--- config.mk ---
export PLATFORM = sky130hd
export DESIGN_NAME = nnr_ctrl
export DESIGN_NICKNAME = d
export VERILOG_FILES = /design/src/sv/nnr_pkg.sv /design/src/sv/nnr_ctrl.sv
export SDC_FILE = /design/constraint.sdc
export NUM_CORES = 1
export LEC_CHECK = 0
export BUFFER_PORTS_ARGS = -buffer_cell sky130_fd_sc_hd__buf_2
export CAP_MARGIN = 10
export CORE_AREA = 2 2 39 41
export DETAILED_ROUTE_END_ITERATION = 16
export DIE_AREA = 0 0 41 43
export PLACE_DENSITY = 0.68
export SYNTH_ARGS = -nofsm -noshare
export SYNTH_HDL_FRONTEND = slang
export SYNTH_SLANG_ARGS = --single-unit
--- constraint.sdc ---
create_clock -name clk -period 1.95 [get_ports clk]
set_clock_uncertainty 0.2 [all_clocks]
set_input_delay 0.195 -clock clk [delete_from_list [all_inputs] [get_ports clk]]
set_output_delay 0.195 -clock clk [all_outputs]
set_load 0.02 [all_outputs]
--- src/sv/nnr_pkg.sv ---
package nnr_pkg;

    localparam int POS_W     = 10;
    localparam int CHAN_W    = 2;
    localparam int SMP_W     = 16;
    localparam int COORD_W   = 8;
    localparam int SRC_DIM_W = 9;
    localparam int DST_DIM_W = 11;
    localparam int NCH_W     = 3;
    localparam int PADDR_W   = 5;
    localparam int PDATA_W   = 32;
    localparam int REGIDX_W  = 3;

    localparam int DEF_MAX_SRC_W    = 256;
    localparam int DEF_MAX_SRC_H    = 256;
    localparam int DEF_MAX_CHANNELS = 4;
    localparam int DEF_SAMPLE_BITS  = 16;

    localparam logic CMD_LOAD  = 1'b0;
    localparam logic CMD_FETCH = 1'b1;

    localparam logic [REGIDX_W-1:0] REG_SRC_WIDTH  = 3'd0;
    localparam logic [REGIDX_W-1:0] REG_SRC_HEIGHT = 3'd1;
    localparam logic [REGIDX_W-1:0] REG_DST_WIDTH  = 3'd2;
    localparam logic [REGIDX_W-1:0] REG_DST_HEIGHT = 3'd3;
    localparam logic [REGIDX_W-1:0] REG_CHANNELS   = 3'd4;

    localparam logic [SRC_DIM_W-1:0] RST_SRC_WIDTH  = 9'd256;
    localparam logic [SRC_DIM_W-1:0] RST_SRC_HEIGHT = 9'd256;
    localparam logic [DST_DIM_W-1:0] RST_DST_WIDTH  = 11'd256;
    localparam logic [DST_DIM_W-1:0] RST_DST_HEIGHT = 11'd256;
    localparam logic [NCH_W-1:0]     RST_CHANNELS   = 3'd3;

    typedef struct packed {
        logic accept;
        logic calc;
        logic div_start;
        logic sel_row;
        logic col_load;
        logic row_load;
        logic ram_rd;
        logic out_load;
    } nnr_cmd_t;

    typedef struct packed {
        logic is_fetch;
        logic err;
        logic div_done;
    } nnr_status_t;

endpackage

--- src/sv/nnr_ctrl.sv ---
module nnr_ctrl (
    input  logic                 clk,
    input  logic                 rst_n,
    input  logic                 in_valid,
    output logic                 in_ready,
    output logic                 out_valid,
    input  logic                 out_ready,
    input  nnr_pkg::nnr_status_t stat,
    output nnr_pkg::nnr_cmd_t    ctl
);

    import nnr_pkg::*;

    typedef enum logic [7:0] {
        S_IDLE    = 8'b0000_0001,
        S_CALC    = 8'b0000_0010,
        S_COL_GO  = 8'b0000_0100,
        S_COL_RUN = 8'b0000_1000,
        S_ROW_GO  = 8'b0001_0000,
        S_ROW_RUN = 8'b0010_0000,
        S_READ    = 8'b0100_0000,
        S_DELIVER = 8'b1000_0000
    } state_t;

    state_t state_reg, state_next;
    logic   out_valid_reg, out_valid_next;
    logic   out_free;

    assign out_free = !out_valid_reg || out_ready;

    always_comb
    begin
        state_next = state_reg;
        ctl        = '0;
        unique case (state_reg)
            S_IDLE:
            begin
                ctl.accept = in_valid;
                if (in_valid && stat.is_fetch)
                begin
                    state_next = S_CALC;
                end
            end
            S_CALC:
            begin
                ctl.calc   = 1'b1;
                state_next = stat.err ? S_DELIVER : S_COL_GO;
            end
            S_COL_GO:
            begin
                ctl.div_start = 1'b1;
                state_next    = S_COL_RUN;
            end
            S_COL_RUN:
            begin
                if (stat.div_done)
                begin
                    ctl.col_load = 1'b1;
                    state_next   = S_ROW_GO;
                end
            end
            S_ROW_GO:
            begin
                ctl.div_start = 1'b1;
                ctl.sel_row   = 1'b1;
                state_next    = S_ROW_RUN;
            end
            S_ROW_RUN:
            begin
                ctl.sel_row = 1'b1;
                if (stat.div_done)
                begin
                    ctl.row_load = 1'b1;
                    state_next   = S_READ;
                end
            end
            S_READ:
            begin
                ctl.ram_rd = 1'b1;
                state_next = S_DELIVER;
            end
            S_DELIVER:
            begin
                if (out_free)
                begin
                    ctl.out_load = 1'b1;
                    state_next   = S_IDLE;
                end
            end
            default:
            begin
                state_next = S_IDLE;
            end
        endcase
    end

    always_comb
    begin
        out_valid_next = out_valid_reg;
        if (ctl.out_load)
        begin
            out_valid_next = 1'b1;
        end
        else if (out_ready)
        begin
            out_valid_next = 1'b0;
        end
    end

    always_ff @(posedge clk or negedge rst_n)
    begin
        if (!rst_n)
        begin
            state_reg     <= S_IDLE;
            out_valid_reg <= 1'b0;
        end
        else
        begin
            state_reg     <= state_next;
            out_valid_reg <= out_valid_next;
        end
    end

    assign in_ready  = (state_reg == S_IDLE);
    assign out_valid = out_valid_reg;

endmodule

## Word-level counts from Yosys, hierarchy flattened

Index checks and enable logic that the tools add are counted.

| cells by class | value |
|---|---|
| muxes and demuxes | 18 |
| equal/unequal tests | 12 |
| reduce and logical (&&, ||, !) cells | 7 |

Operators with widths:

| kind | number |
|---|---|
| $pmux W8 S8 | 1 |
| $mux W8 | 5 |
| $mux W1 | 12 |
| $eq A8 B1 Y1 const B | 1 |
| $eq A8 B2 Y1 const B | 1 |
| $eq A8 B3 Y1 const B | 1 |
| $eq A8 B4 Y1 const B | 1 |
| $eq A8 B5 Y1 const B | 1 |
| $eq A8 B6 Y1 const B | 1 |
| $eq A8 B7 Y1 const B | 1 |
| $eq A8 B8 Y1 const B | 1 |
| $ne A2 B2 Y1 const B | 3 |
| $reduce_and A4 Y1 | 1 |
| $reduce_or A2 Y1 | 2 |
| $ne A2 B1 Y1 const B | 1 |
| $reduce_bool A2 Y1 | 1 |
| $logic_and A1 B1 Y1 | 1 |
| $logic_not A1 Y1 | 1 |
| $logic_or A1 B1 Y1 | 1 |

| word-level totals | value |
|---|---|
| logic and storage cells | 39 |
| output and inout bits | 10 |
| register bits after elaboration | 9 |

## Logic depth before layout (Yosys ltp)

Gate-level depths: netlist of the first run.

| depth | value |
|---|---|
| word-level depth | 5 |
| mapped depth | 5 |
| gate-level depth less buffers | 4 |

## Worst setup path after synthesis of the first run

No wires, ideal clock.

| timing | value |
|---|---|
| path type | reg-to-output |
| start | reg state_reg[1] |
| end | out ctl[2] (netlist name) |
| data required time | 1555 ps |
| buffers on the path | 0 |
| stages on the path, launching flop included | 4 |
| setup slack | -25 ps |
| arrival | 1580 ps |
| path through | dfrtp_1 > nor2_1 > nand3_1 > nor4b_1 |

RTL lines:

| item | line | text |
|---|---|---|
| start: declaration | nnr_ctrl.sv:25 | `state_t state_reg, state_next;` |
| start signal: assignment | nnr_ctrl.sv:119 | `state_reg <= state_next;` |
| end: declaration | nnr_ctrl.sv:9 | `output nnr_pkg::nnr_cmd_t ctl` |

==> results.json, run 1 <==
{
  "pwr-share-seq": 0.355,
  "r2r_end": "state_reg[0]",
  "layout_commonest_cell": "buf_2",
  "synth_area_leader_cell": "dfrtp_1",
  "yosysWarnings": 0,
  "synth-simple-area-share": 0.396,
  "via_per_inst": 5.45,
  "final_layout_size_suffix_gt1_frac": 0.422,
  "hold_viol": 0,
  "wl_um": 1340,
  "grtUsageTotal": 0.181,
  "n_antenna_cell": 0,
  "path_max_fanout": 5,
  "intPower_w": 0.000426,
  "setup_viol": 1,
  "synthXorXnorAreaFrac": 0.0312,
  "min_path_type": "primary input to flop",
  "maxCapViolations": 0,
  "synth_mux_area_frac": 0,
  "core_area_um2": 1380,
  "final_cell_mix": "buf_2, buf_4, dfrtp_1, inv_1, nor2_1",
  "total_power_w": 0.000670,
  "final-seq-area_um2": 229,
  "synth.avg_cell_area_um2": 9.06,
  "largest_reg_flops": 8,
  "grt_pass1_vias": 497,
  "grt_pass1_wl_um": 2150,
  "ys_types": 26,
  "peakVddDrop_mv": 0.540,
  "synth-compound-area-share": 0.100,
  "cts_buffers": 3,
  "rsz0062_at_grt": "yes",
  "yosysTopAreaCellShare": 0.356,
  "antenna_found_initial": 0,
  "critical-path-max-stage-delay_ps": 440,
  "min_period_ps": 1990,
  "placed_cell_area_um2": 678,
  "root_buffer": "clkbuf_4",
  "areaGrowthSynthToFinish_pct": 42.1,
  "r2r_cells": 5,
  "cts_tree": "yes",
  "worst_slack_ps": -43.7,
  "ioPinCount": 17,
  "power.leakage_nw": 0.390,
  "critPathKind": "flop to output pin",
  "syn_inst": 62,
  "endpoint": "ctl[0]",
  "synthesis.nets": 69,
  "syn_area_um2": 562,
  "power_switching_share": 0.364,
  "vias": 578,
  "violations": "setup timing",
  "final_util": 0.577,
  "cp_cell_sequence": "nor4_4 -> buf_4 -> nand4b_1 -> a21oi_1 -> buf_4",
  "regToRegStartpoint": "state_reg[5]",
  "finalCritPeriodShare": 1.02,
  "setup.worst_path.start": "state_reg[3]",
  "synthAdderAreaFrac": 0,
  "fp.dieArea_um2": 1760,
  "synthTopCellsByArea": "dfrtp_1, dfstp_2, nor2_1",
  "drt_iter0_drc": 9,
  "fillers": 124,
  "cp-end-kind": "output pin",
  "worst_slew_pin_slew_ps": 408,
  "pwr_density_cell_nw_per_um2": 840,
  "required_ps": 1550,
  "critPathBufInv": 2,
  "ys_ff_latch": 9,
  "cp.arrival_ps": 1600,
  "htreeDepth": 1,
  "switchingPower_w": 0.000244,
  "multi_input_area_um2": 317,
  "ant_nets": 0,
  "hpwl_um": 975,
  "max_clock_freq_mhz": 502,
  "finalSetupTns_ps": -43.7,
  "place.port_buffers": 16,
  "slew_headroom": 0.724,
  "clock_sinks": 9,
  "p_comb_frac": 0.427,
  "clk_latency_ps": 260,
  "layout.nets": 98,
  "post_drt_wl_per_cell_um": 12.7,
  "grt_max_degree": 10,
  "gp_congestion": 0.723,
  "clkTransAtPathRegs_ps": 70,
  "start_util": 0.406,
  "drcViolationCount": 0,
  "slowest_stage": "dfrtp_2",
  "synth-seq-area-share": 0.403,
  "die_x_um": 41,
  "overflow": 0,
  "worst_hold_slack_ps": 17.9,
  "clkPwrFrac": 0.217,
  "firstDrtPassIters": 4,
  "critPathTopFamily": "flip-flops",
  "path_depth": 5,
  "synth_top_family_by_area": "simple AND/OR/NAND/NOR gates",
  "rows": 14,
  "rrSetupSlack_ps": 260,
  "die_h_um": 43,
  "critPathMostFrequentCell": "buf_4",
  "status": "complete, but fails checks",
  "drv_slew": 0,
  "critPathLaunchType": "flop",
  "final_area_um2": 798,
  "clockBufferDepth": 2
}
power by group through the flow:
stage	sequential [W]	combinational (W)	clock, W
2_1_floorplan	0.000233	0.000162	0
3_3_place_gp	0.000237	0.000234	0
3_5_place_dp	0.000238	0.000239	0
4_1_cts	0.000234	0.000257	0.000149
5_1_grt	0.000240	0.000315	0.000157
6_report	0.000238	0.000287	0.000146
per-layer routing:
metal  vias up  share of wire  global-route usage  wire length [µm]
met5         -              0                   0                 0
met4         0          0.027               0.113                36
met3         4          0.048              0.0366                65
met2        21           0.47               0.272               633
met1       270           0.45               0.225               607
li1        283              -                   -                 -
area by class of cell:
cell class	count	area share
Inverter	5	0.0235
Multi-Input combinational cell	45	0.397
Timing Repair Buffer	27	0.235
Clock buffer	4	0.0329
Tap cell	16	0.0251
Sequential cell	9	0.287
cell families after synthesis:
logic type                count (synthesis)
DFF                                       9
buffers and inverters                     8
AOI/OAI and AO/OA                         9
and+or+nand+nor                          34
xor gates and xnor gates                  2
worst min-delay path by stage:
| stage | endpoint | slack [ps] | from | cells after the start |
|---|---|---|---|---|
| floorplan | out_valid | -300 | rst_n | 0 |
| global placement | state_reg[3] | -140 | rst_n | 1 |
| detailed placement | state_reg[4] | -140 | rst_n | 1 |
| CTS | state_reg[1] | 2 | in_valid | 2 |
| global route | state_reg[1] | 20 | in_valid | 2 |
| finish | state_reg[1] | 20 | in_valid | 2 |
per-stage QoR:
step	std cells	worst slack (ps)
finish	106	-43.7
global placement	95	221
global route	106	-99.3
detailed placement	95	201
CTS	105	-15.6
floorplan	62	67.1
Yosys cell counts:
cell and instances:
a221oi_1 1, xor2_1 1, and3_2 1, xnor2_1 1, nor4bb_1 1, nor2_1 7
nor2b_1 3, a21oi_1 3, dfrtp_1 8, nor4_1 4, dfstp_2 1, nor4b_1 3
o21ai_0 2, and3_1 1, nand3b_1 1, nand2_1 4, nor4_4 1, inv_1 5
and2_2 1, buf_4 2, nand4b_1 2, o211ai_1 3, nor3_1 1, nand3_1 3
buf_2 1, and4b_4 1
timing repair:
action | CTS | global route
setup endpoints to repair | 6 | 6
pin swaps | 1 | 0
hold endpoints to repair | 14 | 0
resized for setup | 5 | 7
buffers inserted | 2 | 1
hold buffers | 4 | 0
No activity file was read; power rests on OpenSTA's default activity.
==> run 2, diff against run 1 <==
--- a/config.mk
+++ b/config.mk
@@ -10,7 +10,7 @@
 export CORE_AREA = 2 2 39 41
 export DETAILED_ROUTE_END_ITERATION = 16
 export DIE_AREA = 0 0 41 43
-export PLACE_DENSITY = 0.68
+export PLACE_DENSITY = 0.72
 export SYNTH_ARGS = -nofsm -noshare
 export SYNTH_HDL_FRONTEND = slang
 export SYNTH_SLANG_ARGS = --single-unit
==> results.json, run 2 (synthesis gave the netlist of run 1 again) <==
{
  "final_cell_mix": "buf_4, buf_2, dfrtp_1, inv_1, dlygate4sd3_1",
  "clock_sinks": 9,
  "ant_nets": 0,
  "peakVddDrop_mv": 0.579,
  "final_layout_size_suffix_gt1_frac": 0.463,
  "layout.nets": 103,
  "critPathKind": "flop to output pin",
  "maxCapViolations": 0,
  "rrSetupSlack_ps": 250,
  "r2r_cells": 6,
  "die_h_um": 43,
  "drcViolationCount": 0,
  "violations": "setup timing",
  "hold_viol": 0,
  "post_drt_wl_per_cell_um": 12.9,
  "grt_pass1_wl_um": 2050,
  "worst_slew_pin_slew_ps": 356,
  "cp_cell_sequence": "nor4_4 -> and4b_4 -> and2_4 -> buf_6",
  "rsz0062_at_grt": "yes",
  "cp.arrival_ps": 1610,
  "route.met3.wl_um": 77,
  "min_period_ps": 2010,
  "regToRegStartpoint": "state_reg[2]",
  "die_x_um": 41,
  "wl_met1_um": 638,
  "gp_congestion": 0.752,
  "required_ps": 1550,
  "final_area_um2": 860,
  "grt_max_degree": 11,
  "fillers": 121,
  "cts_buffers": 3,
  "via_per_inst": 5.24,
  "hpwl_um": 882,
  "clockBufferDepth": 2,
  "setup.worst_path.start": "state_reg[2]",
  "critPathLaunchType": "flop",
  "endpoint": "ctl[7]",
  "final-seq-area_um2": 229,
  "finalCritPeriodShare": 1.03,
  "drv_slew": 0,
  "pwr_density_cell_nw_per_um2": 832,
  "fin_cells": 111,
  "clk_latency_ps": 270,
  "layout_commonest_cell": "buf_4",
  "largest_reg_flops": 8,
  "wl_met2_um": 689,
  "grtUsageTotal": 0.175,
  "antenna_found_initial": 0,
  "place.port_buffers": 16,
  "core_area_um2": 1380,
  "cp-end-kind": "output pin",
  "overflow": 0,
  "slowest_stage": "dfrtp_2",
  "drt_iter0_drc": 22,
  "status": "complete, but fails checks",
  "setup_viol": 2,
  "start_util": 0.406,
  "rows": 14,
  "firstDrtPassIters": 4,
  "highest_layer": "met4",
  "r2r_end": "state_reg[0]",
  "areaGrowthSynthToFinish_pct": 53.0,
  "final_util": 0.621,
  "clkTransAtPathRegs_ps": 60,
  "power.leakage_nw": 0.418,
  "ioPinCount": 17,
  "worst_slack_ps": -58.5,
  "htreeDepth": 1,
  "wl_um": 1430,
  "multi_input_area_um2": 335,
  "vias": 582,
  "slew_headroom": 0.762,
  "path_max_fanout": 4,
  "fp.dieArea_um2": 1760,
  "dpl_worst_slack_ps": 181,
  "dp.cells": 95,
  "max_clock_freq_mhz": 498,
  "cts_tree": "yes",
  "root_buffer": "clkbuf_4",
  "min_path_type": "primary input to flop",
  "n_antenna_cell": 0,
  "placed_cell_area_um2": 678,
  "grt_pass1_vias": 471,
  "critical-path-max-stage-delay_ps": 430
}
==> run 2: cell count changes in the layout (fill, tap and decap cells not counted) <==
cell           before  now
nor4_1              4    3
nor4_2              0    1
dlygate4sd3_1       4    5
buf_4               8   13
nor2_2              2    1
nor2_1              5    4
nor2_4              0    2
buf_2              13   12
==> run 2: layout make-up <==
cell class                 count  area share
inverter                       5      0.0218
timing repair buffer          32       0.268
sequential                     9       0.266
multi-input combinational     45       0.390
tap                           16      0.0233
clock buffer                   4      0.0306
==> run 2: power breakdown <==
group | total, W | leakage [nW] | switching [W] | internal [W]
logic | 0.000322 | 0.284 | 0.000165 | 0.000157
clock network | 0.000152 | 0.0150 | 0.0000726 | 0.0000793
registers | 0.000241 | 0.118 | 0.0000271 | 0.000214
==> run 2: critical path, delay by kind of cell (launching register included) <==
family	cells	cell delay (ps)
AND/OR/NAND/NOR	3	800
flip-flops	1	430
buffers and inverters	1	110
==> run 2: layer usage <==
layer / GRT usage / vias up
li1: - / 296
met1: 0.257 / 260
met2: 0.231 / 22
met3: 0.0314 / 4
met4: 0.100 / 0
met5: 0 / -
==> run 2: timing repair <==
item,4_1_cts,5_1_grt
resized for setup,9,8
hold buffers,5,0
endpoints found under the setup margin,6,7
pin swaps,3,3
hold endpoints to repair,13,0
buffers inserted,3,4
==> run 2: through the flow <==
stage / setup TNS [ps] / power, W / hold slack [ps]
after global placement: 0 / 0.000473 / -145
after detailed placement: 0 / 0.000476 / -143
after CTS: -15.3 / 0.000665 / 32.8
final: -67.7 / 0.000715 / 32.0
after floorplan: 0 / 0.000396 / -301
after global routing: -313 / 0.000758 / 27.8
==> run 2: worst min-delay path by stage <==
stage                     startpoint      endpoint  slack (ps)  depth (start not counted)
final                        stat[0]  state_reg[4]          30                          3
after global routing         stat[0]  state_reg[6]          30                          2
after global placement         rst_n  state_reg[3]        -150                          1
after floorplan                rst_n     out_valid        -300                          0
after detailed placement       rst_n  state_reg[3]        -140                          1
after CTS                    stat[0]  state_reg[6]          30                          2
==> run 3, diff against run 2 <==
--- a/config.mk
+++ b/config.mk
@@ -7,10 +7,10 @@
 export LEC_CHECK = 0
 export BUFFER_PORTS_ARGS = -buffer_cell sky130_fd_sc_hd__buf_2
 export CAP_MARGIN = 10
-export CORE_AREA = 2 2 39 41
+export CORE_AREA = 10 10 47 49
 export DETAILED_ROUTE_END_ITERATION = 16
-export DIE_AREA = 0 0 41 43
-export PLACE_DENSITY = 0.72
+export DIE_AREA = 0 0 57 59
+export PLACE_DENSITY = 0.69
 export SYNTH_ARGS = -nofsm -noshare
 export SYNTH_HDL_FRONTEND = slang
 export SYNTH_SLANG_ARGS = --single-unit
==> results.json, run 3 (synthesis gave the netlist of run 1 again) <==
{
  "drv_slew": 0,
  "worst_slew_pin_slew_ps": 370,
  "ant_nets": 0,
  "rsz0062_at_grt": "yes",
  "peakVddDrop_mv": 0.561,
  "htreeDepth": 1,
  "rows": 14,
  "critPathTopFamily": "simple AND/OR/NAND/NOR gates",
  "drcViolationCount": 0,
  "critical-path-max-stage-delay_ps": 430,
  "layout_commonest_cell": "buf_2",
  "total_power_w": 0.000681,
  "post_drt_wl_per_cell_um": 13.3,
  "grt_pass1_vias": 569,
  "clkTransAtPathRegs_ps": 60,
  "grt_max_degree": 12,
  "violations": "setup timing",
  "place.port_buffers": 16,
  "cts_tree": "yes",
  "fp.dieArea_um2": 3360,
  "final_layout_size_suffix_gt1_frac": 0.396,
  "min_path_type": "primary input to flop",
  "firstDrtPassIters": 4,
  "critPathBufInv": 2,
  "antenna_found_initial": 0,
  "power.leakage_nw": 0.397,
  "cp_cell_sequence": "nor4_4 -> buf_4 -> nand4b_1 -> a21oi_1 -> buf_4",
  "clk_latency_ps": 260,
  "hold_viol": 0,
  "placed_cell_area_um2": 678,
  "clock_sinks": 9,
  "grtUsageTotal": 0.0866,
  "n_antenna_cell": 0,
  "largest_reg_flops": 8,
  "critPathKind": "flop to output pin",
  "status": "complete, but fails checks",
  "cp-end-kind": "output pin",
  "pwr_density_cell_nw_per_um2": 833,
  "required_ps": 1550,
  "finalSetupTns_ps": -135,
  "fin_cells": 107,
  "die_h_um": 59,
  "cts_buffers": 3,
  "ioPinCount": 17,
  "layout.nets": 99,
  "min_period_ps": 2030,
  "via_per_inst": 5.37,
  "vias": 575,
  "grt_pass1_wl_um": 2370,
  "finalCritPeriodShare": 1.04,
  "final_area_um2": 817,
  "path_max_fanout": 4,
  "maxCapViolations": 0,
  "areaGrowthSynthToFinish_pct": 45.4,
  "drt_iter0_drc": 17,
  "dp.cells": 95,
  "root_buffer": "clkbuf_4",
  "gp_congestion": 0.793,
  "final_cell_mix": "buf_2, buf_4, dfrtp_1, nor2_1",
  "start_util": 0.401,
  "setup_viol": 2,
  "critPathLaunchType": "flop",
  "clockBufferDepth": 2,
  "overflow": 0,
  "critPathMostFrequentCell": "buf_4",
  "max_clock_freq_mhz": 492,
  "die_x_um": 57,
  "hpwl_um": 1050,
  "slowest_stage": "dfrtp_2",
  "wl_um": 1420,
  "cp.arrival_ps": 1640,
  "dpl_worst_slack_ps": 92.9,
  "worst_slack_ps": -81.7,
  "core_area_um2": 1400,
  "slew_headroom": 0.753
}
-- run 3: cell count changes in the layout (fill, tap and decap cells not counted), sizes merged --
| cell | before | now |
|---|---|---|
| buf | 27 | 23 |
-- run 3: area by class of cell --
class / instances / area (µm²)
inverter: 5 / 18.8
sequential: 9 / 228
clock buffer: 4 / 26.3
fill: 129 / 584
timing repair buffer: 28 / 210
tap: 16 / 20.0
multi-input combinational: 45 / 314
-- run 3: final timing paths --
check / from / endpoint / slack (ps) / cells past startpoint
max: state_reg[2] / ctl[0] / -80 / 5
max in group asynchronous: rst_n / state_reg[0] / 1180 / 2
max reg2reg: state_reg[4] / state_reg[0] / 300 / 5
min in group asynchronous: rst_n / state_reg[3] / 130 / 2
min reg2reg: out_valid / out_valid / 370 / 2
min: stat[0] / state_reg[6] / 40 / 2
-- run 3: through the flow --
| stage | utilization | hold slack [ps] |
|---|---|---|
| detailed placement | 0.484 | -142 |
| finish | 0.583 | 44.7 |
| CTS | 0.557 | 33.7 |
| global placement | 0.484 | -145 |
| floorplan | - | -301 |
| global route | 0.583 | 54.3 |
-- run 3: metal layers --
metal | global-route usage | vias to the layer above | wire (µm) | share of wire
met2 | 0.147 | 21 | 712 | 0.50
met1 | 0.0919 | 266 | 599 | 0.42
met3 | 0.0215 | 2 | 100 | 0.070
li1 | - | 286 | - | -
met5 | 0 | - | 0 | 0
met4 | 0.0604 | 0 | 10 | 0.0070
-- run 3: report_power, final --
group	internal (W)	leakage (nW)	switching (W)
clock network	0.0000789	0.0150	0.0000655
logic	0.000147	0.262	0.000154
registers	0.000214	0.120	0.0000217
-- run 3: what timing repair did --
item                                    CTS  global route
pin swaps                                 1             2
gates resized for setup                   4            10
buffers inserted                          2             1
endpoints found under the setup margin    6             8
hold buffers                              5             0
endpoints found under the hold margin    13             0
